--- src/hw/rtl/dxt_pkg.sv ---
package dxt_pkg;

	// default for the largest image side handled
	localparam int MAX_DIM_DEF = 4096;

	// width of the image size registers and of the config data
	localparam int CFG_DIM_W = 13;
	localparam int CFG_IDX_W = 2;

	// depth of the queue between front and back
	localparam int QUEUE_DEPTH = 2;

	// config register indexes
	localparam logic [CFG_IDX_W-1:0] REG_FORMAT = 2'd0;
	localparam logic [CFG_IDX_W-1:0] REG_ORDER  = 2'd1;
	localparam logic [CFG_IDX_W-1:0] REG_WIDTH  = 2'd2;
	localparam logic [CFG_IDX_W-1:0] REG_HEIGHT = 2'd3;

	// block format codes, anything else decodes as dxt5
	localparam logic [1:0] FMT_DXT1 = 2'd0;
	localparam logic [1:0] FMT_DXT3 = 2'd1;

	// color index that reads as transparent black in three-color dxt1 blocks
	localparam logic [1:0] IDX_TRANSPARENT = 2'd3;

	// first bit of the dxt5 3-bit alpha indexes in the alpha block
	localparam logic [5:0] ALPHA_IDX_LSB = 6'd16;

	// reciprocals for exact floor division over the value ranges used here
	localparam logic [15:0] RECIP31 = 16'd33826; // 2^20/31, exact below 34952
	localparam logic [15:0] RECIP63 = 16'd16645; // 2^20/63, exact below 17772
	localparam logic [11:0] RECIP7  = 12'd2341;  // 2^14/7, exact below 5461
	localparam logic [11:0] RECIP5  = 12'd3277;  // 2^14/5, exact below 16384
	localparam logic [9:0]  RECIP3  = 10'd683;   // 2^11/3, exact below 2048

	// per-block fields that ride along with the palettes
	typedef struct packed {
		logic        is_dxt1;
		logic        is_dxt3;
		logic        four;
		logic        swap_rb;
		logic [9:0]  bx;
		logic [9:0]  by;
		logic [1:0]  ncol_m1;
		logic [1:0]  nrow_m1;
		logic [31:0] cidx;
		logic [63:0] abits;
	} dxt_meta_t;

	// one decoded block as handed from front to back
	typedef struct packed {
		dxt_meta_t       meta;
		logic [3:0][7:0] red;
		logic [3:0][7:0] grn;
		logic [3:0][7:0] blu;
		logic [7:0][7:0] apal;
	} dxt_desc_t;

	function automatic logic [7:0] div31(input logic [13:0] m);
		logic [29:0] p;
		p = 30'(m) * 30'(RECIP31);
		return p[27:20];
	endfunction

	function automatic logic [7:0] div63(input logic [13:0] m);
		logic [29:0] p;
		p = 30'(m) * 30'(RECIP63);
		return p[27:20];
	endfunction

	function automatic logic [7:0] div7(input logic [10:0] m);
		logic [24:0] p;
		p = 25'(m) * 25'(RECIP7);
		return p[21:14];
	endfunction

	function automatic logic [7:0] div5(input logic [10:0] m);
		logic [24:0] p;
		p = 25'(m) * 25'(RECIP5);
		return p[21:14];
	endfunction

	function automatic logic [7:0] div3(input logic [9:0] m);
		logic [20:0] p;
		p = 21'(m) * 21'(RECIP3);
		return p[18:11];
	endfunction

endpackage

--- src/hw/rtl/dxt_fifo.sv ---
module dxt_fifo #(
	parameter int DEPTH = dxt_pkg::QUEUE_DEPTH
) (
	input  logic               clk,
	input  logic               arst_n,
	input  logic               wr_en,
	input  dxt_pkg::dxt_desc_t wr_data,
	output logic               q_full,
	input  logic               rd_en,
	output dxt_pkg::dxt_desc_t rd_data,
	output logic               q_empty
);

	localparam int PTR_W = (DEPTH > 1) ? $clog2(DEPTH) : 1;
	localparam int CNT_W = $clog2(DEPTH + 1);

	dxt_pkg::dxt_desc_t mem_q [DEPTH];
	logic [PTR_W-1:0]   wr_ptr_q, rd_ptr_q;
	logic [CNT_W-1:0]   count_q;

	assign q_full  = count_q == CNT_W'(DEPTH);
	assign q_empty = count_q == '0;
	assign rd_data = mem_q[rd_ptr_q];

	// entry storage
	always_ff @(posedge clk) begin
		if (wr_en) begin
			mem_q[wr_ptr_q] <= wr_data;
		end
	end

	// pointers and fill count
	always_ff @(posedge clk or negedge arst_n) begin
		if (!arst_n) begin
			wr_ptr_q <= '0;
			rd_ptr_q <= '0;
			count_q  <= '0;
		end else begin
			if (wr_en) begin
				wr_ptr_q <= (wr_ptr_q == PTR_W'(DEPTH - 1)) ? '0 : wr_ptr_q + PTR_W'(1);
			end
			if (rd_en) begin
				rd_ptr_q <= (rd_ptr_q == PTR_W'(DEPTH - 1)) ? '0 : rd_ptr_q + PTR_W'(1);
			end
			if (wr_en && !rd_en) begin
				count_q <= count_q + CNT_W'(1);
			end else if (rd_en && !wr_en) begin
				count_q <= count_q - CNT_W'(1);
			end
		end
	end

endmodule

--- config.mk ---
export PLATFORM = sky130hd
export DESIGN_NAME = dxt_fifo
export DESIGN_NICKNAME = d
export VERILOG_FILES = /design/src/hw/rtl/dxt_pkg.sv /design/src/hw/rtl/dxt_fifo.sv
export SDC_FILE = /design/constraint.sdc
export NUM_CORES = 1
export LEC_CHECK = 0
export BUFFER_PORTS_ARGS = -buffer_cell sky130_fd_sc_hd__buf_2
export CELL_PAD_IN_SITES_DETAIL_PLACEMENT = 0
export CELL_PAD_IN_SITES_GLOBAL_PLACEMENT = 1
export CORE_ASPECT_RATIO = 2
export CORE_MARGIN = 8
export CORE_UTILIZATION = 44
export CTS_CLUSTER_DIAMETER = 150
export DETAILED_ROUTE_END_ITERATION = 6
export PLACE_DENSITY_LB_ADDON = 0.1
export SETUP_SLACK_MARGIN = 0.4
export SLEW_MARGIN = 20
export SYNTH_ARGS = -nofsm -noshare
export SYNTH_HDL_FRONTEND = slang
export SYNTH_SLANG_ARGS = --single-unit
--- constraint.sdc ---
create_clock -name clk -period 15.1 [get_ports clk]
set_input_delay 3.02 -clock clk [delete_from_list [all_inputs] [get_ports clk]]
set_output_delay 3.02 -clock clk [all_outputs]
set_load 0.05 [all_outputs]
==> summary.md <==
| Metric | Value |
|---|---|
| Die area | `55000 um^2` |
| Status | `completed` |
| Top delay family on crit path | `buffers and inverters` |
| Vias in the first global route | `11.6k` |
| Reg2reg end | `mem_q[1][158]` |
| Routed wire length | `52.3 mm` |
| Pre-CTS setup slack | `8830 ps` |
| Period utilisation layout | `45.8%` |
| Hold_ws | `507 ps` |
| Cell Pwr Density | `223 nW/um^2` |
| NumNets Final | `1793` |
| Syn nets | `1189` |
| Final Max Tran Viols | `0` |
| DP HPWL | `37.7 mm` |
| Post-synth top area cell | `edfxtp_1` |
| Core Rows | `113` |
| Met1 usage | `19.7%` |
| Total GRT Usage | `18.2%` |
| Initial antenna violation count | `31` |
| Worst VDD drop | `0.000171 V` |
| Leakage power | `0.00968 uW` |
| CTS tree | `done` |
| Worst min path class | `flip-flop to flip-flop` |
| # port buffers | `573` |
| Final setup fails | `0` |
| Initial core utilization | `44.2%` |
| Largest cells by area after synthesis | `edfxtp_1, mux2_2, buf_6` |
| Reg2Reg Depth | `3` |
| Ports | `574` |
| Yosys reg bits | `572` |
| Starting DRT DRC Count | `658` |
| Met2 usage | `29.2%` |
| Fin. Hold Viols | `0` |
| Min Clock Period, post-route | `6920 ps` |
| Synth warnings | `0` |
| Reg2reg setup slack | `11570 ps` |
| Synth-to-Final Area Change | `24.0%` |
| Post-route setup TNS | `0 ps` |
| Crit-path cells | `buf_12, buf_16, buf_4, mux2_2, buf_2` |
| DR vias | `10.7k` |
| Final Skew | `11.2 ps` |
| Critical path buffers and inverters | `4` |
| Post-synth top area share | `81.8%` |
| # hold bufs at CTS | `0` |
| Non-Filler Instances | `2191` |
| Resize count post-CTS | `0` |
| Postcts setup bufs | `0` |
| CTS Root Cell | `clkbuf_16` |
| Drt pass-1 iters | `4` |
| Synthesized area per cell | `23.2 um^2` |
| CP max stage delay | `790 ps` |
| Gp weighted congestion | `0.849` |
| Post-detailed-route wirelength per cell | `23.9 um` |
| Placed cell count | `2082` |
| DR vias/cell | `4.90` |
| Layer with the highest usage | `met2` |
| Worst setup SP type | `flip-flop` |
| Fmax | `144 MHz` |
| CORE AREA | `47200 um^2` |
| GRT overflow | `0` |
| Setup ws final | `8180 ps` |
| Core Util, Final | `54.8%` |
| Antenna Nets Post-Route | `0` |
| Met3 usage | `8.98%` |
| Die Span Y | `324 um` |
| Register area share after synthesis | `82.3%` |
| Setup crit end | `rd_data[185]` |
| Crit Path Max Fanout | `127` |
| Clk buf depth | `3` |
| Stages on worst setup path | `5` |
| H-tree level count | `2` |
| Crit path required time | `12080 ps` |
| Clk sinks | `572` |
| Number of buffers created by CTS | `48` |
| Post-synthesis cell count | `900` |
| Max-Slew Margin vs Limit | `31.4%` |
| RSZ-0062 raised after global routing | `no` |
| Critical path's slowest cell | `dfrtp_4` |
| Die width | `170 um` |
| Critical Path Sink Type | `output port` |
| Max Cap Viol | `0` |
| Worst r2r src | `wr_ptr_q` |
| Pin count of the biggest net entering global routing | `180` |
| Most frequent cells in the layout | `buf_2, edfxtp_1, mux2_2, clkbuf_16, mux2_4` |
| Clk Latency, worst-skew pair | `570 ps` |
| Netlist cell types | `14` |
| Layout cells sized above 1 | `60.7%` |
| Global-route wire length before repair | `73.3 mm` |
| Residual DRC | `0` |
| Post-synthesis cell area | `20900 um^2` |
| Commonest non-fill, non-tap cell in the layout | `buf_2` |
| Worst-path clk slew | `70 ps` |
| Crit path DAT | `3900 ps` |
| Critical path class | `flip-flop to output port` |
| Worst-Margin Slew | `1030 ps` |
| Worst Setup SP | `rd_ptr_q` |
flip-flops by register name, indices dropped and copies added, names as in the netlist:
register,cells
wr_ptr_q,1
rd_ptr_q,1
count_q,2
mem_q,568
stage by stage:
step | total power (uW) | area (um^2)
floorplan | 4210 | 20900
global placement | 4640 | 24300
detailed placement | 4670 | 24300
CTS | 5820 | 25700
global route | 5980 | 25800
finish | 5750 | 25900
how the worst min path moves through the flow:
stage                     slack, ps    endpoint  cells after the start       start
final                           510  count_q[1]                      1  count_q[1]
after global routing            530  count_q[1]                      1  count_q[1]
after CTS                       520  count_q[1]                      1  count_q[1]
after detailed placement        500  count_q[1]                      1  count_q[1]
after global placement          480  count_q[1]                      1  count_q[1]
after floorplan                 460  count_q[1]                      1  count_q[1]
per-layer routing:
metal	vias to the layer above	wire [um]
met4	18	2320
met3	113	6390
met5	-	115
met2	541	24700
li1	4834	-
met1	5222	18800
layout make-up:
cell class	instances	area, um^2
diodes	24	60.1
clock buffers	56	1250
clock inverters	25	161
fillers	3886	21400
inverters	1	3.75
multi-input cells	295	3370
flip-flops and latches	572	17200
well taps	632	791
repair buffers	586	3060
report_power, final:
part,switching (uW),internal (uW)
sequential,96.2,2110
clock,515,623
combinational,1780,634
total,2390,3360
Yosys cell counts (all sizes together):
library cell / count
edfxtp: 568
mux2: 284
buf: 32
dfrtp: 4
xor2: 4
nor2: 2
nor2b: 2
and2: 1
ha: 1
inv: 1
xnor2: 1
cell families after synthesis:
family,synth area share (%)
mux,15.7
simple gates,0.126
fa+ha+maj,0.0600
xor+xnor,0.210
flops,82.3
buf+inv,1.66
(Power assumes the default switching activity.)
