--- config.mk ---
export PLATFORM = sky130hd
export DESIGN_NAME = dxt_back
export DESIGN_NICKNAME = d
export VERILOG_FILES = /design/src/hw/rtl/dxt_pkg.sv /design/src/hw/rtl/dxt_back.sv
export SDC_FILE = /design/constraint.sdc
export NUM_CORES = 1
export LEC_CHECK = 0
export BUFFER_PORTS_ARGS = -buffer_cell sky130_fd_sc_hd__buf_2
export CAP_MARGIN = 40
export CORE_MARGIN = 2
export CORE_UTILIZATION = 45
export DETAILED_ROUTE_END_ITERATION = 8
export HOLD_SLACK_MARGIN = 0.12
export PLACE_DENSITY = 0.72
export RECOVER_POWER = 25
export SETUP_SLACK_MARGIN = 0.02
export SKIP_CTS_REPAIR_TIMING = 1
export SYNTH_ARGS = -nofsm -noshare
export SYNTH_HDL_FRONTEND = slang
export SYNTH_SLANG_ARGS = --single-unit
--- constraint.sdc ---
create_clock -name clk -period 33.3 [get_ports clk]
set_input_delay 6.66 -clock clk [delete_from_list [all_inputs] [get_ports clk]]
set_output_delay 6.66 -clock clk [all_outputs]
set_load 0.02 [all_outputs]
--- src/hw/rtl/dxt_pkg.sv ---
package dxt_pkg;

	// default for the largest image side handled
	localparam int MAX_DIM_DEF = 4096;

	// width of the image size registers and of the config data
	localparam int CFG_DIM_W = 13;
	localparam int CFG_IDX_W = 2;

	// depth of the queue between front and back
	localparam int QUEUE_DEPTH = 2;

	// config register indexes
	localparam logic [CFG_IDX_W-1:0] REG_FORMAT = 2'd0;
	localparam logic [CFG_IDX_W-1:0] REG_ORDER  = 2'd1;
	localparam logic [CFG_IDX_W-1:0] REG_WIDTH  = 2'd2;
	localparam logic [CFG_IDX_W-1:0] REG_HEIGHT = 2'd3;

	// block format codes, anything else decodes as dxt5
	localparam logic [1:0] FMT_DXT1 = 2'd0;
	localparam logic [1:0] FMT_DXT3 = 2'd1;

	// color index that reads as transparent black in three-color dxt1 blocks
	localparam logic [1:0] IDX_TRANSPARENT = 2'd3;

	// first bit of the dxt5 3-bit alpha indexes in the alpha block
	localparam logic [5:0] ALPHA_IDX_LSB = 6'd16;

	// reciprocals for exact floor division over the value ranges used here
	localparam logic [15:0] RECIP31 = 16'd33826; // 2^20/31, exact below 34952
	localparam logic [15:0] RECIP63 = 16'd16645; // 2^20/63, exact below 17772
	localparam logic [11:0] RECIP7  = 12'd2341;  // 2^14/7, exact below 5461
	localparam logic [11:0] RECIP5  = 12'd3277;  // 2^14/5, exact below 16384
	localparam logic [9:0]  RECIP3  = 10'd683;   // 2^11/3, exact below 2048

	// per-block fields that ride along with the palettes
	typedef struct packed {
		logic        is_dxt1;
		logic        is_dxt3;
		logic        four;
		logic        swap_rb;
		logic [9:0]  bx;
		logic [9:0]  by;
		logic [1:0]  ncol_m1;
		logic [1:0]  nrow_m1;
		logic [31:0] cidx;
		logic [63:0] abits;
	} dxt_meta_t;

	// one decoded block as handed from front to back
	typedef struct packed {
		dxt_meta_t       meta;
		logic [3:0][7:0] red;
		logic [3:0][7:0] grn;
		logic [3:0][7:0] blu;
		logic [7:0][7:0] apal;
	} dxt_desc_t;

	function automatic logic [7:0] div31(input logic [13:0] m);
		logic [29:0] p;
		p = 30'(m) * 30'(RECIP31);
		return p[27:20];
	endfunction

	function automatic logic [7:0] div63(input logic [13:0] m);
		logic [29:0] p;
		p = 30'(m) * 30'(RECIP63);
		return p[27:20];
	endfunction

	function automatic logic [7:0] div7(input logic [10:0] m);
		logic [24:0] p;
		p = 25'(m) * 25'(RECIP7);
		return p[21:14];
	endfunction

	function automatic logic [7:0] div5(input logic [10:0] m);
		logic [24:0] p;
		p = 25'(m) * 25'(RECIP5);
		return p[21:14];
	endfunction

	function automatic logic [7:0] div3(input logic [9:0] m);
		logic [20:0] p;
		p = 21'(m) * 21'(RECIP3);
		return p[18:11];
	endfunction

endpackage

--- src/hw/rtl/dxt_back.sv ---
module dxt_back (
	input  logic               clk,
	input  logic               arst_n,
	input  logic               q_empty,
	input  dxt_pkg::dxt_desc_t q_data,
	output logic               q_pop,
	output logic               empty,
	input  logic               pop,
	output logic [31:0]        pixel_word,
	output logic [11:0]        pixel_x,
	output logic [11:0]        pixel_y,
	output logic               block_last
);

	dxt_pkg::dxt_desc_t cur_q;
	logic               act_q;
	logic [1:0]         i_q, j_q;
	logic               out_v_q;

	logic        out_free, step, last_pix, done;
	logic [3:0]  pos;
	logic [1:0]  ci;
	logic [3:0]  nib;
	logic [5:0]  aoff;
	logic [2:0]  ai;
	logic [7:0]  alpha, hi, lo;
	logic [31:0] word;

	// walk control: one pixel whenever the output slot frees up and a block is active
	assign out_free = !out_v_q || pop;
	assign step     = act_q && out_free;
	assign last_pix = (i_q == cur_q.meta.nrow_m1) && (j_q == cur_q.meta.ncol_m1);
	assign done     = step && last_pix;
	assign q_pop    = (!act_q || done) && !q_empty;
	assign empty    = !out_v_q;

	// block walk state
	always_ff @(posedge clk or negedge arst_n) begin
		if (!arst_n) begin
			act_q <= 1'b0;
			i_q   <= '0;
			j_q   <= '0;
		end else begin
			if (q_pop) begin
				act_q <= 1'b1;
				i_q   <= '0;
				j_q   <= '0;
			end else begin
				if (done) begin
					act_q <= 1'b0;
				end
				if (step) begin
					if (j_q == cur_q.meta.ncol_m1) begin
						j_q <= '0;
						i_q <= i_q + 2'd1;
					end else begin
						j_q <= j_q + 2'd1;
					end
				end
			end
		end
	end

	// current block
	always_ff @(posedge clk) begin
		if (q_pop) begin
			cur_q <= q_data;
		end
	end

	// pixel lookup
	always_comb begin
		pos  = {i_q, j_q};
		ci   = cur_q.meta.cidx[{pos, 1'b0} +: 2];
		nib  = cur_q.meta.abits[{pos, 2'b00} +: 4];
		aoff = dxt_pkg::ALPHA_IDX_LSB + 6'(pos) + 6'({pos, 1'b0});
		ai   = cur_q.meta.abits[aoff +: 3];
		if (cur_q.meta.is_dxt1) begin
			alpha = 8'hff;
		end else if (cur_q.meta.is_dxt3) begin
			alpha = {nib, nib};
		end else begin
			alpha = cur_q.apal[ai];
		end
		hi   = cur_q.meta.swap_rb ? cur_q.blu[ci] : cur_q.red[ci];
		lo   = cur_q.meta.swap_rb ? cur_q.red[ci] : cur_q.blu[ci];
		word = {alpha, hi, cur_q.grn[ci], lo};
		if (cur_q.meta.is_dxt1 && !cur_q.meta.four && ci == dxt_pkg::IDX_TRANSPARENT) begin
			word = '0;
		end
	end

	// output slot valid
	always_ff @(posedge clk or negedge arst_n) begin
		if (!arst_n) begin
			out_v_q <= 1'b0;
		end else if (out_free) begin
			out_v_q <= step;
		end
	end

	// output slot payload
	always_ff @(posedge clk) begin
		if (step) begin
			pixel_word <= word;
			pixel_x    <= {cur_q.meta.bx, j_q};
			pixel_y    <= {cur_q.meta.by, i_q};
			block_last <= last_pix;
		end
	end

endmodule

==> results.md <==
* Yosys cell types at 57
* Ys flop type: edfxtp_1
* Number of DRC markers in iteration 0 at around 630
* Critical path fanouts, max at 3
* CP Data Arrival Time at about 7.5 ns
* Die width at ~180 microns
* First-pass GRT wire length at about 49000 microns
* Area share of the largest cell type after synthesis at 0.698
* Synthesized area at 14700 sq um
* Pleak at slightly below 7 nW
* Dpl cell area at ~17000 sq um
* Post-Place Worst Slack at about 19 ns
* NetSw at 630 uW
* Cell Count, Final, Fillers Out at around 1.6k
* Die Y at ~180 microns
* Setup CP Type: input pin to output pin
* Min-delay src: cur_q[277]
* Worst setup SP type: input pin
* Share of layout cells above drive strength 1 at 0.452
* Total GRT Usage at 0.192
* NumNets Final at ~1.4k
* Clock Skew at approximately 0.021 ns
* Final Total Pwr at 1.82 mW
* Most common cell after layout, fill and taps aside: buf_2
* FF-to-FF Start: j_q[1]
* Final Max Tran Viols at 81
* CTS buffer count at 36
* Crit share post-route at 0.426
* CTS max path bufs at 3
* Area added between synthesis and finish at 23.6%
* Net Count, Synth at between 1k and 1.5k
* FP Rows at between 60 and 70
* Required @ worst endpoint at approximately 27 ns
* Fillers at between 2k and 2.5k
* Final instance area at between 15000 and 20000 sq um
* Worst slew pin tran at approximately 3.5 ns
* Comb power frac at 0.456
* Final core utilization at 0.562
* Area leader, netlist: edfxtp_1
* Vias in the first global route at 8632
* Synthesized netlist cell count at a little under 800
* Reg clk slew, reported paths at roughly 0.06 ns
* Average size of a mapped cell at 19.0 sq um
* Detailed Place HPWL at between 20000 and 25000 microns
* H-tree depth at 2
* Hold WS at between 0.4 and 0.5 ns
* Die area at about 34000 sq um
* Seq pwr share at 0.320
* Clk root buf: clkbuf_16
* Final setup viols at 0
* Later-pin clock latency in the skew report at 0.52 ns
* Gr ovfl total at 0
* Drt total wl at roughly 34000 microns
* Most frequent cells in the layout: buf_2, edfxtp_1, mux2i_1
* Synth Warn # at 0
* Setup TNS at 0 ns
* Fin. Hold Viols at 0
* Async SR Flop Fraction at 0.0173
* DR DRC count at 0
* Internal power at ~1.2 mW
* Largest net degree at the start of global routing at approximately 130
* Ports at about 350
* VDD IR max at ~50 uV
* Max-Cap Viols at 2
* Post-synth EDFFs at roughly 340
* PortBufs at 346
* CTS sink cnt at around 350
* Worst setup margin at 19.11 ns
* Routed wire length per instance at 21.0 microns
* Min Tclk post-route at roughly 14 ns
* Pwr dens at about 100 nW/um^2
* CTS tree: done
* Rel. slew slack at -1.33
* Core Region at between 30000 and 40000 sq um
* Antenna Nets Post-Route at 0
* Vias/cell at 5.32
* DP Cell Count at 1537
* Worst hold-check path type: flip-flop to flip-flop
* Sequential area share after synthesis at 0.708
* Critical Path End Type: output pin
* RSZ-0062 raised after global routing: no
* Flops & latches, synth at 347
* Status: finished, violations left
* DR pass1 iterations at 5
* CP startpoint: pop
* Synth top area cells: edfxtp_1, mux4_2, mux2i_1
* Final RePlAce weighted congestion at roughly 0.83
* Failing checks: capacitance limit, slew limit
* Via Count at ~8.6k
* Initial Util at 0.455
* Initial antenna violation count at 7
* Achievable frequency at approximately 70 MHz
* Clock Power Share at 0.225
* Sw Ratio at 0.346
[synthesized netlist by cell type (all sizes together), types with 2 or more instances]
library cell,n
a22o,6
dfrtp,6
nor3,4
edfxtp,341
o31ai,7
clkbuf,8
nor4,2
o21a,6
inv,9
nand2,26
a211o,2
ha,4
nand3,5
nor2,34
or2,4
a2111oi,2
xnor2,2
nand2b,6
nand3b,3
a22oi,2
buf,33
mux4,71
and3,3
nor2b,3
a21oi,10
o21ai,18
xor2,5
o22ai,8
mux2,29
mux2i,97
[path summary, 6_finish.rpt]
kind                                   to  slack (ns)  depth (start not counted)
max reg2reg                pixel_word[26]       25.60                         10
min reg2reg                    pixel_x[9]        0.42                          0
max in group asynchronous          j_q[0]       27.01                          1
min in group asynchronous          j_q[0]        6.01                          1
min                            pixel_x[9]        0.42                          0
max                                 q_pop       19.11                          5
[state kept, by name, indices dropped and copies added, names as in the netlist]
name        cells
out_v_q         1
j_q             2
act_q           1
cur_q         284
pixel_word     32
pixel_y        12
i_q             2
block_last      1
pixel_x        12
[power groups by stage]
stage / logic (mW) / registers, mW / clock network [mW]
floorplan: 0.608 / 0.639 / 0
global placement: 0.805 / 0.590 / 0
detailed placement: 0.829 / 0.591 / 0
CTS: 0.833 / 0.582 / 0.419
global route: 0.895 / 0.587 / 0.435
finish: 0.829 / 0.581 / 0.409
[worst max-delay path: stages]
cell and delay [ns]:
buf_2 0.07, nand2b_1 0.13, nand2_1 0.11, a21oi_4 0.32, buf_2 0.23
[kinds of logic (layout without fill, tap and decap cells)]
group,Yosys count,in the layout,synth area share
AOI/OAI and AO/OA,74,74,0.0351
xor gates and xnor gates,7,7,0.00469
adders and majority gates,5,5,0.00477
buffers and inverters,50,437,0.0200
DFF,347,347,0.708
muxes,197,197,0.198
other,0,6,0
and+or+nand+nor,93,93,0.0299
[area by class of cell]
type,count,area (sq um),share of cell area
Clock inverter,23,279,0.0154
Multi-Input combinational cell,376,4010,0.221
Antenna cell,6,15.0,0.000828
Tap cell,442,553,0.0305
Inverter,9,33.8,0.00186
Sequential cell,347,10400,0.573
Timing Repair Buffer,363,1940,0.107
Clock buffer,42,923,0.0509
[layer usage]
layer / global-route usage / wire (microns) / up-vias
li1: - / - / 3874
met1: 0.241 / 13100 / 4229
met2: 0.328 / 16700 / 374
met3: 0.0451 / 2920 / 74
met4: 0.0669 / 1010 / 4
met5: 0 / 27 / -
(Power assumes the default switching activity.)
