--- src/hw/rtl/dxt_pkg.sv ---
package dxt_pkg;

	// default for the largest image side handled
	localparam int MAX_DIM_DEF = 4096;

	// width of the image size registers and of the config data
	localparam int CFG_DIM_W = 13;
	localparam int CFG_IDX_W = 2;

	// depth of the queue between front and back
	localparam int QUEUE_DEPTH = 2;

	// config register indexes
	localparam logic [CFG_IDX_W-1:0] REG_FORMAT = 2'd0;
	localparam logic [CFG_IDX_W-1:0] REG_ORDER  = 2'd1;
	localparam logic [CFG_IDX_W-1:0] REG_WIDTH  = 2'd2;
	localparam logic [CFG_IDX_W-1:0] REG_HEIGHT = 2'd3;

	// block format codes, anything else decodes as dxt5
	localparam logic [1:0] FMT_DXT1 = 2'd0;
	localparam logic [1:0] FMT_DXT3 = 2'd1;

	// color index that reads as transparent black in three-color dxt1 blocks
	localparam logic [1:0] IDX_TRANSPARENT = 2'd3;

	// first bit of the dxt5 3-bit alpha indexes in the alpha block
	localparam logic [5:0] ALPHA_IDX_LSB = 6'd16;

	// reciprocals for exact floor division over the value ranges used here
	localparam logic [15:0] RECIP31 = 16'd33826; // 2^20/31, exact below 34952
	localparam logic [15:0] RECIP63 = 16'd16645; // 2^20/63, exact below 17772
	localparam logic [11:0] RECIP7  = 12'd2341;  // 2^14/7, exact below 5461
	localparam logic [11:0] RECIP5  = 12'd3277;  // 2^14/5, exact below 16384
	localparam logic [9:0]  RECIP3  = 10'd683;   // 2^11/3, exact below 2048

	// per-block fields that ride along with the palettes
	typedef struct packed {
		logic        is_dxt1;
		logic        is_dxt3;
		logic        four;
		logic        swap_rb;
		logic [9:0]  bx;
		logic [9:0]  by;
		logic [1:0]  ncol_m1;
		logic [1:0]  nrow_m1;
		logic [31:0] cidx;
		logic [63:0] abits;
	} dxt_meta_t;

	// one decoded block as handed from front to back
	typedef struct packed {
		dxt_meta_t       meta;
		logic [3:0][7:0] red;
		logic [3:0][7:0] grn;
		logic [3:0][7:0] blu;
		logic [7:0][7:0] apal;
	} dxt_desc_t;

	function automatic logic [7:0] div31(input logic [13:0] m);
		logic [29:0] p;
		p = 30'(m) * 30'(RECIP31);
		return p[27:20];
	endfunction

	function automatic logic [7:0] div63(input logic [13:0] m);
		logic [29:0] p;
		p = 30'(m) * 30'(RECIP63);
		return p[27:20];
	endfunction

	function automatic logic [7:0] div7(input logic [10:0] m);
		logic [24:0] p;
		p = 25'(m) * 25'(RECIP7);
		return p[21:14];
	endfunction

	function automatic logic [7:0] div5(input logic [10:0] m);
		logic [24:0] p;
		p = 25'(m) * 25'(RECIP5);
		return p[21:14];
	endfunction

	function automatic logic [7:0] div3(input logic [9:0] m);
		logic [20:0] p;
		p = 21'(m) * 21'(RECIP3);
		return p[18:11];
	endfunction

endpackage

--- src/hw/rtl/dxt_front.sv ---
module dxt_front #(
	parameter int MAX_DIMENSION = dxt_pkg::MAX_DIM_DEF
) (
	input  logic                           clk,
	input  logic                           arst_n,
	input  logic                           push,
	output logic                           full,
	input  logic [63:0]                    color_block,
	input  logic [63:0]                    alpha_block,
	input  logic                           cfg_valid,
	output logic                           cfg_ready,
	input  logic [dxt_pkg::CFG_IDX_W-1:0]  cfg_index,
	input  logic [dxt_pkg::CFG_DIM_W-1:0]  cfg_data,
	output logic                           q_push,
	output dxt_pkg::dxt_desc_t             q_data,
	input  logic                           q_full
);

	localparam int DIM_W = $clog2(MAX_DIMENSION + 1);
	localparam int BLK_N = (MAX_DIMENSION + 3) / 4;
	localparam int BLK_W = (BLK_N > 1) ? $clog2(BLK_N) : 1;
	localparam int CW    = (DIM_W > dxt_pkg::CFG_DIM_W) ? DIM_W : dxt_pkg::CFG_DIM_W;
	localparam int PW    = (BLK_W + 2 > DIM_W) ? BLK_W + 2 : DIM_W;
	localparam int AW    = PW + 1;

	// size register to effective size, zero acts as one, large acts as max
	function automatic logic [DIM_W-1:0] dim_clamp(input logic [dxt_pkg::CFG_DIM_W-1:0] v);
		logic [DIM_W-1:0] r;
		if (v == '0) begin
			r = DIM_W'(1);
		end else if (CW'(v) > CW'(MAX_DIMENSION)) begin
			r = DIM_W'(MAX_DIMENSION);
		end else begin
			r = DIM_W'(v);
		end
		return r;
	endfunction

	logic [1:0]                    fmt_q;
	logic                          swap_q;
	logic [dxt_pkg::CFG_DIM_W-1:0] width_q;
	logic [dxt_pkg::CFG_DIM_W-1:0] height_q;
	logic [BLK_W-1:0]              col_q;
	logic [BLK_W-1:0]              row_q;

	logic             adv;
	logic             accept;
	logic [DIM_W-1:0] w_cl, h_cl;
	logic [AW-1:0]    x0, y0, rem_x, rem_y, bw, bh, col_nx, row_nx;
	logic             in_x, in_y;

	logic [4:0] r0, r1, b0, b1;
	logic [5:0] g0, g1;
	logic [7:0] a0, a1;
	logic       ahi;
	logic [10:0] asum [2:7];

	logic               v_s1, v_s2;
	logic               void_s1, void_s2;
	dxt_pkg::dxt_meta_t meta_s1, meta_s2, meta_in;
	logic [13:0]        mr_s1 [4];
	logic [13:0]        mg_s1 [4];
	logic [13:0]        mb_s1 [4];
	logic [10:0]        asum_s1 [2:7];
	logic               ahi_s1;
	logic [7:0]         a0_s1, a1_s1;
	logic [3:0][7:0]    red_s2, grn_s2, blu_s2;
	logic [7:0][7:0]    apal_s2;

	// config writes, always taken
	assign cfg_ready = 1'b1;

	always_ff @(posedge clk or negedge arst_n) begin
		if (!arst_n) begin
			fmt_q    <= dxt_pkg::FMT_DXT1;
			swap_q   <= 1'b0;
			width_q  <= dxt_pkg::CFG_DIM_W'(4096);
			height_q <= dxt_pkg::CFG_DIM_W'(4096);
		end else if (cfg_valid) begin
			unique case (cfg_index)
				dxt_pkg::REG_FORMAT: fmt_q    <= cfg_data[1:0];
				dxt_pkg::REG_ORDER:  swap_q   <= cfg_data[0];
				dxt_pkg::REG_WIDTH:  width_q  <= cfg_data;
				dxt_pkg::REG_HEIGHT: height_q <= cfg_data;
				default: ;
			endcase
		end
	end

	// stall only when a block with pixels waits on a full queue
	assign adv    = !(v_s2 && !void_s2 && q_full);
	assign full   = !adv;
	assign accept = push && adv;
	assign q_push = v_s2 && !void_s2 && !q_full;

	// block position against the clipped image
	always_comb begin
		w_cl   = dim_clamp(width_q);
		h_cl   = dim_clamp(height_q);
		x0     = AW'({col_q, 2'b00});
		y0     = AW'({row_q, 2'b00});
		in_x   = x0 < AW'(w_cl);
		in_y   = y0 < AW'(h_cl);
		rem_x  = AW'(w_cl) - x0;
		rem_y  = AW'(h_cl) - y0;
		bw     = (AW'(w_cl) + AW'(3)) >> 2;
		bh     = (AW'(h_cl) + AW'(3)) >> 2;
		col_nx = AW'(col_q) + AW'(1);
		row_nx = AW'(row_q) + AW'(1);
	end

	// block position counter, wraps at row end and image end
	always_ff @(posedge clk or negedge arst_n) begin
		if (!arst_n) begin
			col_q <= '0;
			row_q <= '0;
		end else if (accept) begin
			if (col_nx >= bw) begin
				col_q <= '0;
				row_q <= (row_nx >= bh) ? '0 : BLK_W'(row_nx);
			end else begin
				col_q <= BLK_W'(col_nx);
			end
		end
	end

	// field split and classification of the incoming block
	always_comb begin
		r0  = color_block[15:11];
		g0  = color_block[10:5];
		b0  = color_block[4:0];
		r1  = color_block[31:27];
		g1  = color_block[26:21];
		b1  = color_block[20:16];
		a0  = alpha_block[7:0];
		a1  = alpha_block[15:8];
		ahi = a0 > a1;
		for (int k = 2; k < 8; k++) begin
			if (ahi || k > 5) begin
				asum[k] = 11'(8 - k) * 11'(a0) + 11'(k - 1) * 11'(a1);
			end else begin
				asum[k] = 11'(6 - k) * 11'(a0) + 11'(k - 1) * 11'(a1);
			end
		end
		meta_in.is_dxt1 = fmt_q == dxt_pkg::FMT_DXT1;
		meta_in.is_dxt3 = fmt_q == dxt_pkg::FMT_DXT3;
		meta_in.four    = color_block[15:0] > color_block[31:16];
		meta_in.swap_rb = swap_q;
		meta_in.bx      = 10'(col_q);
		meta_in.by      = 10'(row_q);
		meta_in.ncol_m1 = (rem_x >= AW'(4)) ? 2'd3 : 2'(rem_x - AW'(1));
		meta_in.nrow_m1 = (rem_y >= AW'(4)) ? 2'd3 : 2'(rem_y - AW'(1));
		meta_in.cidx    = color_block[63:32];
		meta_in.abits   = alpha_block;
	end

	// pipeline valid bits
	always_ff @(posedge clk or negedge arst_n) begin
		if (!arst_n) begin
			v_s1 <= 1'b0;
			v_s2 <= 1'b0;
		end else if (adv) begin
			v_s1 <= accept;
			v_s2 <= v_s1;
		end
	end

	// stage 1: endpoint and mix products
	always_ff @(posedge clk) begin
		if (adv) begin
			meta_s1  <= meta_in;
			void_s1  <= !(in_x && in_y);
			mr_s1[0] <= 14'(r0) * 14'(255);
			mr_s1[1] <= 14'(r1) * 14'(255);
			mr_s1[2] <= (14'({r0, 1'b0}) + 14'(r1)) * 14'(85);
			mr_s1[3] <= (14'(r0) + 14'({r1, 1'b0})) * 14'(85);
			mg_s1[0] <= 14'(g0) * 14'(255);
			mg_s1[1] <= 14'(g1) * 14'(255);
			mg_s1[2] <= (14'({g0, 1'b0}) + 14'(g1)) * 14'(85);
			mg_s1[3] <= (14'(g0) + 14'({g1, 1'b0})) * 14'(85);
			mb_s1[0] <= 14'(b0) * 14'(255);
			mb_s1[1] <= 14'(b1) * 14'(255);
			mb_s1[2] <= (14'({b0, 1'b0}) + 14'(b1)) * 14'(85);
			mb_s1[3] <= (14'(b0) + 14'({b1, 1'b0})) * 14'(85);
			for (int k = 2; k < 8; k++) begin
				asum_s1[k] <= asum[k];
			end
			ahi_s1 <= ahi;
			a0_s1  <= a0;
			a1_s1  <= a1;
		end
	end

	// stage 2: divisions by reciprocal, alpha palette
	always_ff @(posedge clk) begin
		if (adv) begin
			meta_s2 <= meta_s1;
			void_s2 <= void_s1;
			for (int c = 0; c < 4; c++) begin
				red_s2[c] <= dxt_pkg::div31(mr_s1[c]);
				grn_s2[c] <= dxt_pkg::div63(mg_s1[c]);
				blu_s2[c] <= dxt_pkg::div31(mb_s1[c]);
			end
			apal_s2[0] <= a0_s1;
			apal_s2[1] <= a1_s1;
			for (int k = 2; k < 8; k++) begin
				if (ahi_s1) begin
					apal_s2[k] <= dxt_pkg::div7(asum_s1[k]);
				end else if (k < 6) begin
					apal_s2[k] <= dxt_pkg::div5(asum_s1[k]);
				end else if (k == 6) begin
					apal_s2[k] <= 8'h00;
				end else begin
					apal_s2[k] <= 8'hff;
				end
			end
		end
	end

	// stage 3: dxt1 thirds or midpoint, final palette to the queue
	always_comb begin
		q_data.meta = meta_s2;
		q_data.apal = apal_s2;
		q_data.red  = red_s2;
		q_data.grn  = grn_s2;
		q_data.blu  = blu_s2;
		if (meta_s2.is_dxt1) begin
			if (meta_s2.four) begin
				q_data.red[2] = dxt_pkg::div3(10'({red_s2[0], 1'b0}) + 10'(red_s2[1]));
				q_data.red[3] = dxt_pkg::div3(10'(red_s2[0]) + 10'({red_s2[1], 1'b0}));
				q_data.grn[2] = dxt_pkg::div3(10'({grn_s2[0], 1'b0}) + 10'(grn_s2[1]));
				q_data.grn[3] = dxt_pkg::div3(10'(grn_s2[0]) + 10'({grn_s2[1], 1'b0}));
				q_data.blu[2] = dxt_pkg::div3(10'({blu_s2[0], 1'b0}) + 10'(blu_s2[1]));
				q_data.blu[3] = dxt_pkg::div3(10'(blu_s2[0]) + 10'({blu_s2[1], 1'b0}));
			end else begin
				q_data.red[2] = 8'((9'(red_s2[0]) + 9'(red_s2[1])) >> 1);
				q_data.grn[2] = 8'((9'(grn_s2[0]) + 9'(grn_s2[1])) >> 1);
				q_data.blu[2] = 8'((9'(blu_s2[0]) + 9'(blu_s2[1])) >> 1);
				q_data.red[3] = 8'h00;
				q_data.grn[3] = 8'h00;
				q_data.blu[3] = 8'h00;
			end
		end
	end

endmodule

--- config.mk ---
export PLATFORM = sky130hd
export DESIGN_NAME = dxt_front
export DESIGN_NICKNAME = d
export VERILOG_FILES = /design/src/hw/rtl/dxt_pkg.sv /design/src/hw/rtl/dxt_front.sv
export SDC_FILE = /design/constraint.sdc
export NUM_CORES = 2
export LEC_CHECK = 0
export BUFFER_PORTS_ARGS = -buffer_cell sky130_fd_sc_hd__buf_2
export CAP_MARGIN = 20
export CORE_ASPECT_RATIO = 1.75
export CORE_UTILIZATION = 40
export DETAILED_ROUTE_END_ITERATION = 10
export PLACE_DENSITY = 0.62
export SYNTH_ARGS = -nofsm -noshare
export SYNTH_HDL_FRONTEND = slang
export SYNTH_SLANG_ARGS = --single-unit
--- constraint.sdc ---
create_clock -name clk -period 45.6 [get_ports clk]
set_input_delay 13.68 -clock clk [delete_from_list [all_inputs] [get_ports clk]]
set_output_delay 13.68 -clock clk [all_outputs]
set_load 0.02 [all_outputs]
==> results by stage <==
Global routing:
- The via count of the first global-routing pass is between 60000 and 70000.
- The number of antenna violations at the first check in global routing is 19.
- The final global-route overflow total is 0.
- Entering global routing, the biggest net connects about 130 pins.
- The wire length of the first global-routing pass is between 300000 and 400000 um.
- The total routing resource utilization after global routing is 0.183.

Timing:
- The worst path meets setup with roughly 17 ns of slack.
- The final count of hold timing violations is 0.
- Subtracting the final worst setup slack from the clock period gives roughly 28 ns.
- The post-route clock skew is 0.0511 ns.
- The max-slew headroom at the worst pin is 0.357.
- Setup violations remaining at the end of the flow were counted as 0.
- The part of the cycle the worst path needs is 0.624.
- The highest achievable clock rate is 35.1 MHz.
- For the final routed database, the setup TNS stands at 0 ns.
- The total count of max-transition violations in the final report is 0.
- Setup repair after global routing left no endpoint under its margin.
- The pin slew with the least headroom to its limit is a little under 1 ns.

Routing:
- The via count normalized by instance count is 5.08.
- In this run the remaining antenna-violating nets after routing total 0.
- The number of detailed-route iterations in the first pass is 5.
- The post-route DRC violation count is 0.
- Summing over every cut layer, the via total after detailed routing is 56900.
- For this block, the initial DRC count from the detailed router was 1559.
- The final routed wirelength across all metal layers is around 190000 um.
- The average wire per standard cell is roughly 17 um.

Die:
- In this run the standard cell core region covers roughly 0.21 sq mm.
- The floorplan step set the die height to about 610 um.
- 435 I/O pins were placed.
- The initial core utilization is 0.402.
- The die covers between 0.2 and 0.25 sq mm.
- From left edge to right edge, the die measures around 350 um.
- Row generation in the floorplan step produced roughly 220 rows.

Synthesis:
- The flop and latch count out of synthesis is roughly 660.
- During synthesis, Yosys emitted a total of 0 warnings.
- The flip-flop cell with the highest count after synthesis is edfxtp_1.
- For this run, the register share of the synthesized area comes to 0.233.
- In the synthesized netlist the async set-or-reset flop fraction comes to 0.0768.
- The average size of a mapped cell is 10.7 sq um.
- After synthesis the cells add up to about 0.085 sq mm.
- The synthesized netlist cell count is between 7000 and 8000.
- The number of different library cells used by synthesis comes to slightly above 90.
- The number of enable flip-flop cells after synthesis is 613.
- Synthesis produced a netlist with a net count of 11000.

Place:
- Detailed placement ended at an HPWL of 164000 um.
- The total of buffers placed on input and output ports is ~430.
- Routability-driven placement finished with a final weighted congestion of about 0.88.
- After detailed placement, the total cell area comes to between 0.08 and 0.09 sq mm.
- The setup slack at placement is roughly 17 ns.

CTS:
- The count of cells resized by post-cts repair is 0.
- In this run, CTS created clock tree buffers numbering 78.
- The tree is rooted in a clkbuf_16.
- The total number of clock tree sinks is between 600 and 700.
- The maximum level of the CTS H-tree is 3.
- The post-CTS clock slew at the launch and capture registers of the worst setup and hold paths is roughly 0.07 ns.
- The number of hold buffers added after CTS is 0.
- The clock tree buffer depth is 3.
- TritonCTS built the clock tree.
- The post-CTS repair timing setup buffer count is 0.
- At the later pin of the worst-skew pair, clock insertion delay measures between 0.7 and 0.8 ns.

Setup path:
- The critical setup path kind is in2out.
- At the worst endpoint, the required time is approximately 32 ns.
- The cell that appears most often on the critical path is buf_2.
- Of all nets on the critical path, the largest fanout is 40.
- Traced cell by cell, the critical path runs through buf_2, nand3b_1, buf_4, inv_1, buf_2.
- The worst setup path is captured at an output port.
- For this design, the slowest cell found on the critical path is buf_4.
- The data arrival time of the critical path is 14.77 ns.
- The nature of the critical path startpoint is an input pin.
- On the worst path, the slowest cell contributes a delay of between 0.5 and 0.6 ns.

Final layout:
- The post-route cell area is 0.0926 sq mm.
- The net count of the finished layout is between 10000 and 15000.
- Of the cells placed in the final design, the portion with a size suffix greater than 1 is 0.0800.
- Registers take about 0.020 sq mm.
- The commonest non-fill, non-tap cell in the layout is ha_1.
- From synthesis to final layout, the design area changed by 9.41%.
- The library cells used most frequently in the layout, excluding fill and tap cells, are ha_1 (2362), inv_1 (1477), edfxtp_1 (613).
- The final-layout fill cell count is around 20000.
- The multi-input logic area is 0.0588 sq mm.

Run status:
- The flow ran to the end, and the final reports show no timing, DRC or antenna violations.

Run:
- The tool flagged a number of max-cap violations equal to 0.

Hold path:
- The min-delay analysis places its worst path in the category reg2reg.
critical path, delay by kind of cell:
| kind | cells | cell delay, ns |
|---|---|---|
| and+or+nand+nor | 1 | 0.10 |
| buffers and inverters | 4 | 0.95 |
state kept, by name, indices dropped and copies added (netlist names):
name      cells
q_data      220
meta_s1     124
asum_s1      60
mg_s1        54
mb_s1        52
mr_s1        52
blu_s2       16
grn_s2       16
red_s2       16
height_q     13
width_q      13
col_q        10
row_q        10
fmt_q         2
ahi_s1        1
swap_q        1
v_s1          1
v_s2          1
void_s1       1
void_s2       1
per-stage QoR:
step / std cells / hold WS (ns) / util
3_3_place_gp: 11000 / 0.400 / 0.427
2_1_floorplan: 7879 / 0.400 / -
6_report: 11200 / 0.393 / 0.440
4_1_cts: 11200 / 0.405 / 0.439
3_5_place_dp: 11000 / 0.405 / 0.427
5_1_grt: 11200 / 0.416 / 0.439
area by class of cell:
| type | count | share of cell area |
|---|---|---|
| antenna | 9 | 0.000243 |
| clock buffer | 87 | 0.0220 |
| clock inverter | 57 | 0.00711 |
| inverter | 1477 | 0.0599 |
| multi-input combinational | 5636 | 0.635 |
| sequential | 664 | 0.213 |
| tap | 2812 | 0.0380 |
| timing repair buffer | 456 | 0.0254 |
Yosys cell counts, drive strengths merged, types with 11 or more instances:
cell        n  share of area
a2111oi    11         0.0012
a211oi     19         0.0017
a21boi     14         0.0012
a21o      167          0.015
a21oi     366          0.022
a31oi      27         0.0020
and2       26         0.0019
and3       29         0.0021
buf        68         0.0059
clkbuf     34         0.0016
dfrtp      49          0.014
edfxtp    613           0.22
fa        592           0.14
ha       2362           0.35
inv      1477          0.066
mux2       43         0.0057
mux2i      22         0.0026
nand2     183         0.0081
nand2b     53         0.0039
nand3      81         0.0048
nand4      49         0.0036
nor2      270          0.012
nor2b      75         0.0055
nor3       73         0.0043
nor4       22         0.0016
o211ai     16         0.0015
o21a       67         0.0060
o21ai     220          0.013
o21bai     87         0.0077
o22ai      30         0.0022
o31ai      17         0.0015
or2        12        0.00089
or3        25         0.0018
xnor2     359          0.037
xor2      180          0.019
path summary, 6_finish.rpt:
check                                         start  depth (start not counted)  slack (ns)               endpoint
setup / recovery                             q_full                          5       17.15                   full
max in group asynchronous                    arst_n                          2       32.04   col_q[8]$_DFFE_PN0P_
hold reg to reg               meta_s1[60]$_DFFE_PN_                          0        0.39  q_data[220]$_DFFE_PN_
min in group asynchronous                    arst_n                          2       13.09   row_q[7]$_DFFE_PN0P_
setup reg to reg           asum_s1[0][58]$_DFFE_PN_                         17       39.67   q_data[45]$_DFFE_PN_
hold / removal                meta_s1[60]$_DFFE_PN_                          0        0.39  q_data[220]$_DFFE_PN_
layer usage:
layer,share of wire,wire length (um),GRT usage
met3,0.045,8640,0.0335
met1,0.35,67500,0.174
met5,0.00037,71,0
met2,0.56,107000,0.370
met4,0.048,9280,0.0835
kinds of logic after synthesis:
| logic type | count (synthesis) | share of synthesized area |
|---|---|---|
| other | 1 | 0.0000443 |
| buffers and inverters | 1579 | 0.0730 |
| muxes | 65 | 0.00832 |
| adders and majority gates | 2954 | 0.489 |
| DFF | 664 | 0.233 |
| xor gates and xnor gates | 539 | 0.0559 |
| and+or+nand+nor | 934 | 0.0544 |
| AOI/OAI and AO/OA | 1143 | 0.0865 |
Power is not shown: default switching activity piles up to over one toggle a cycle in this logic, so the estimate is an artifact.
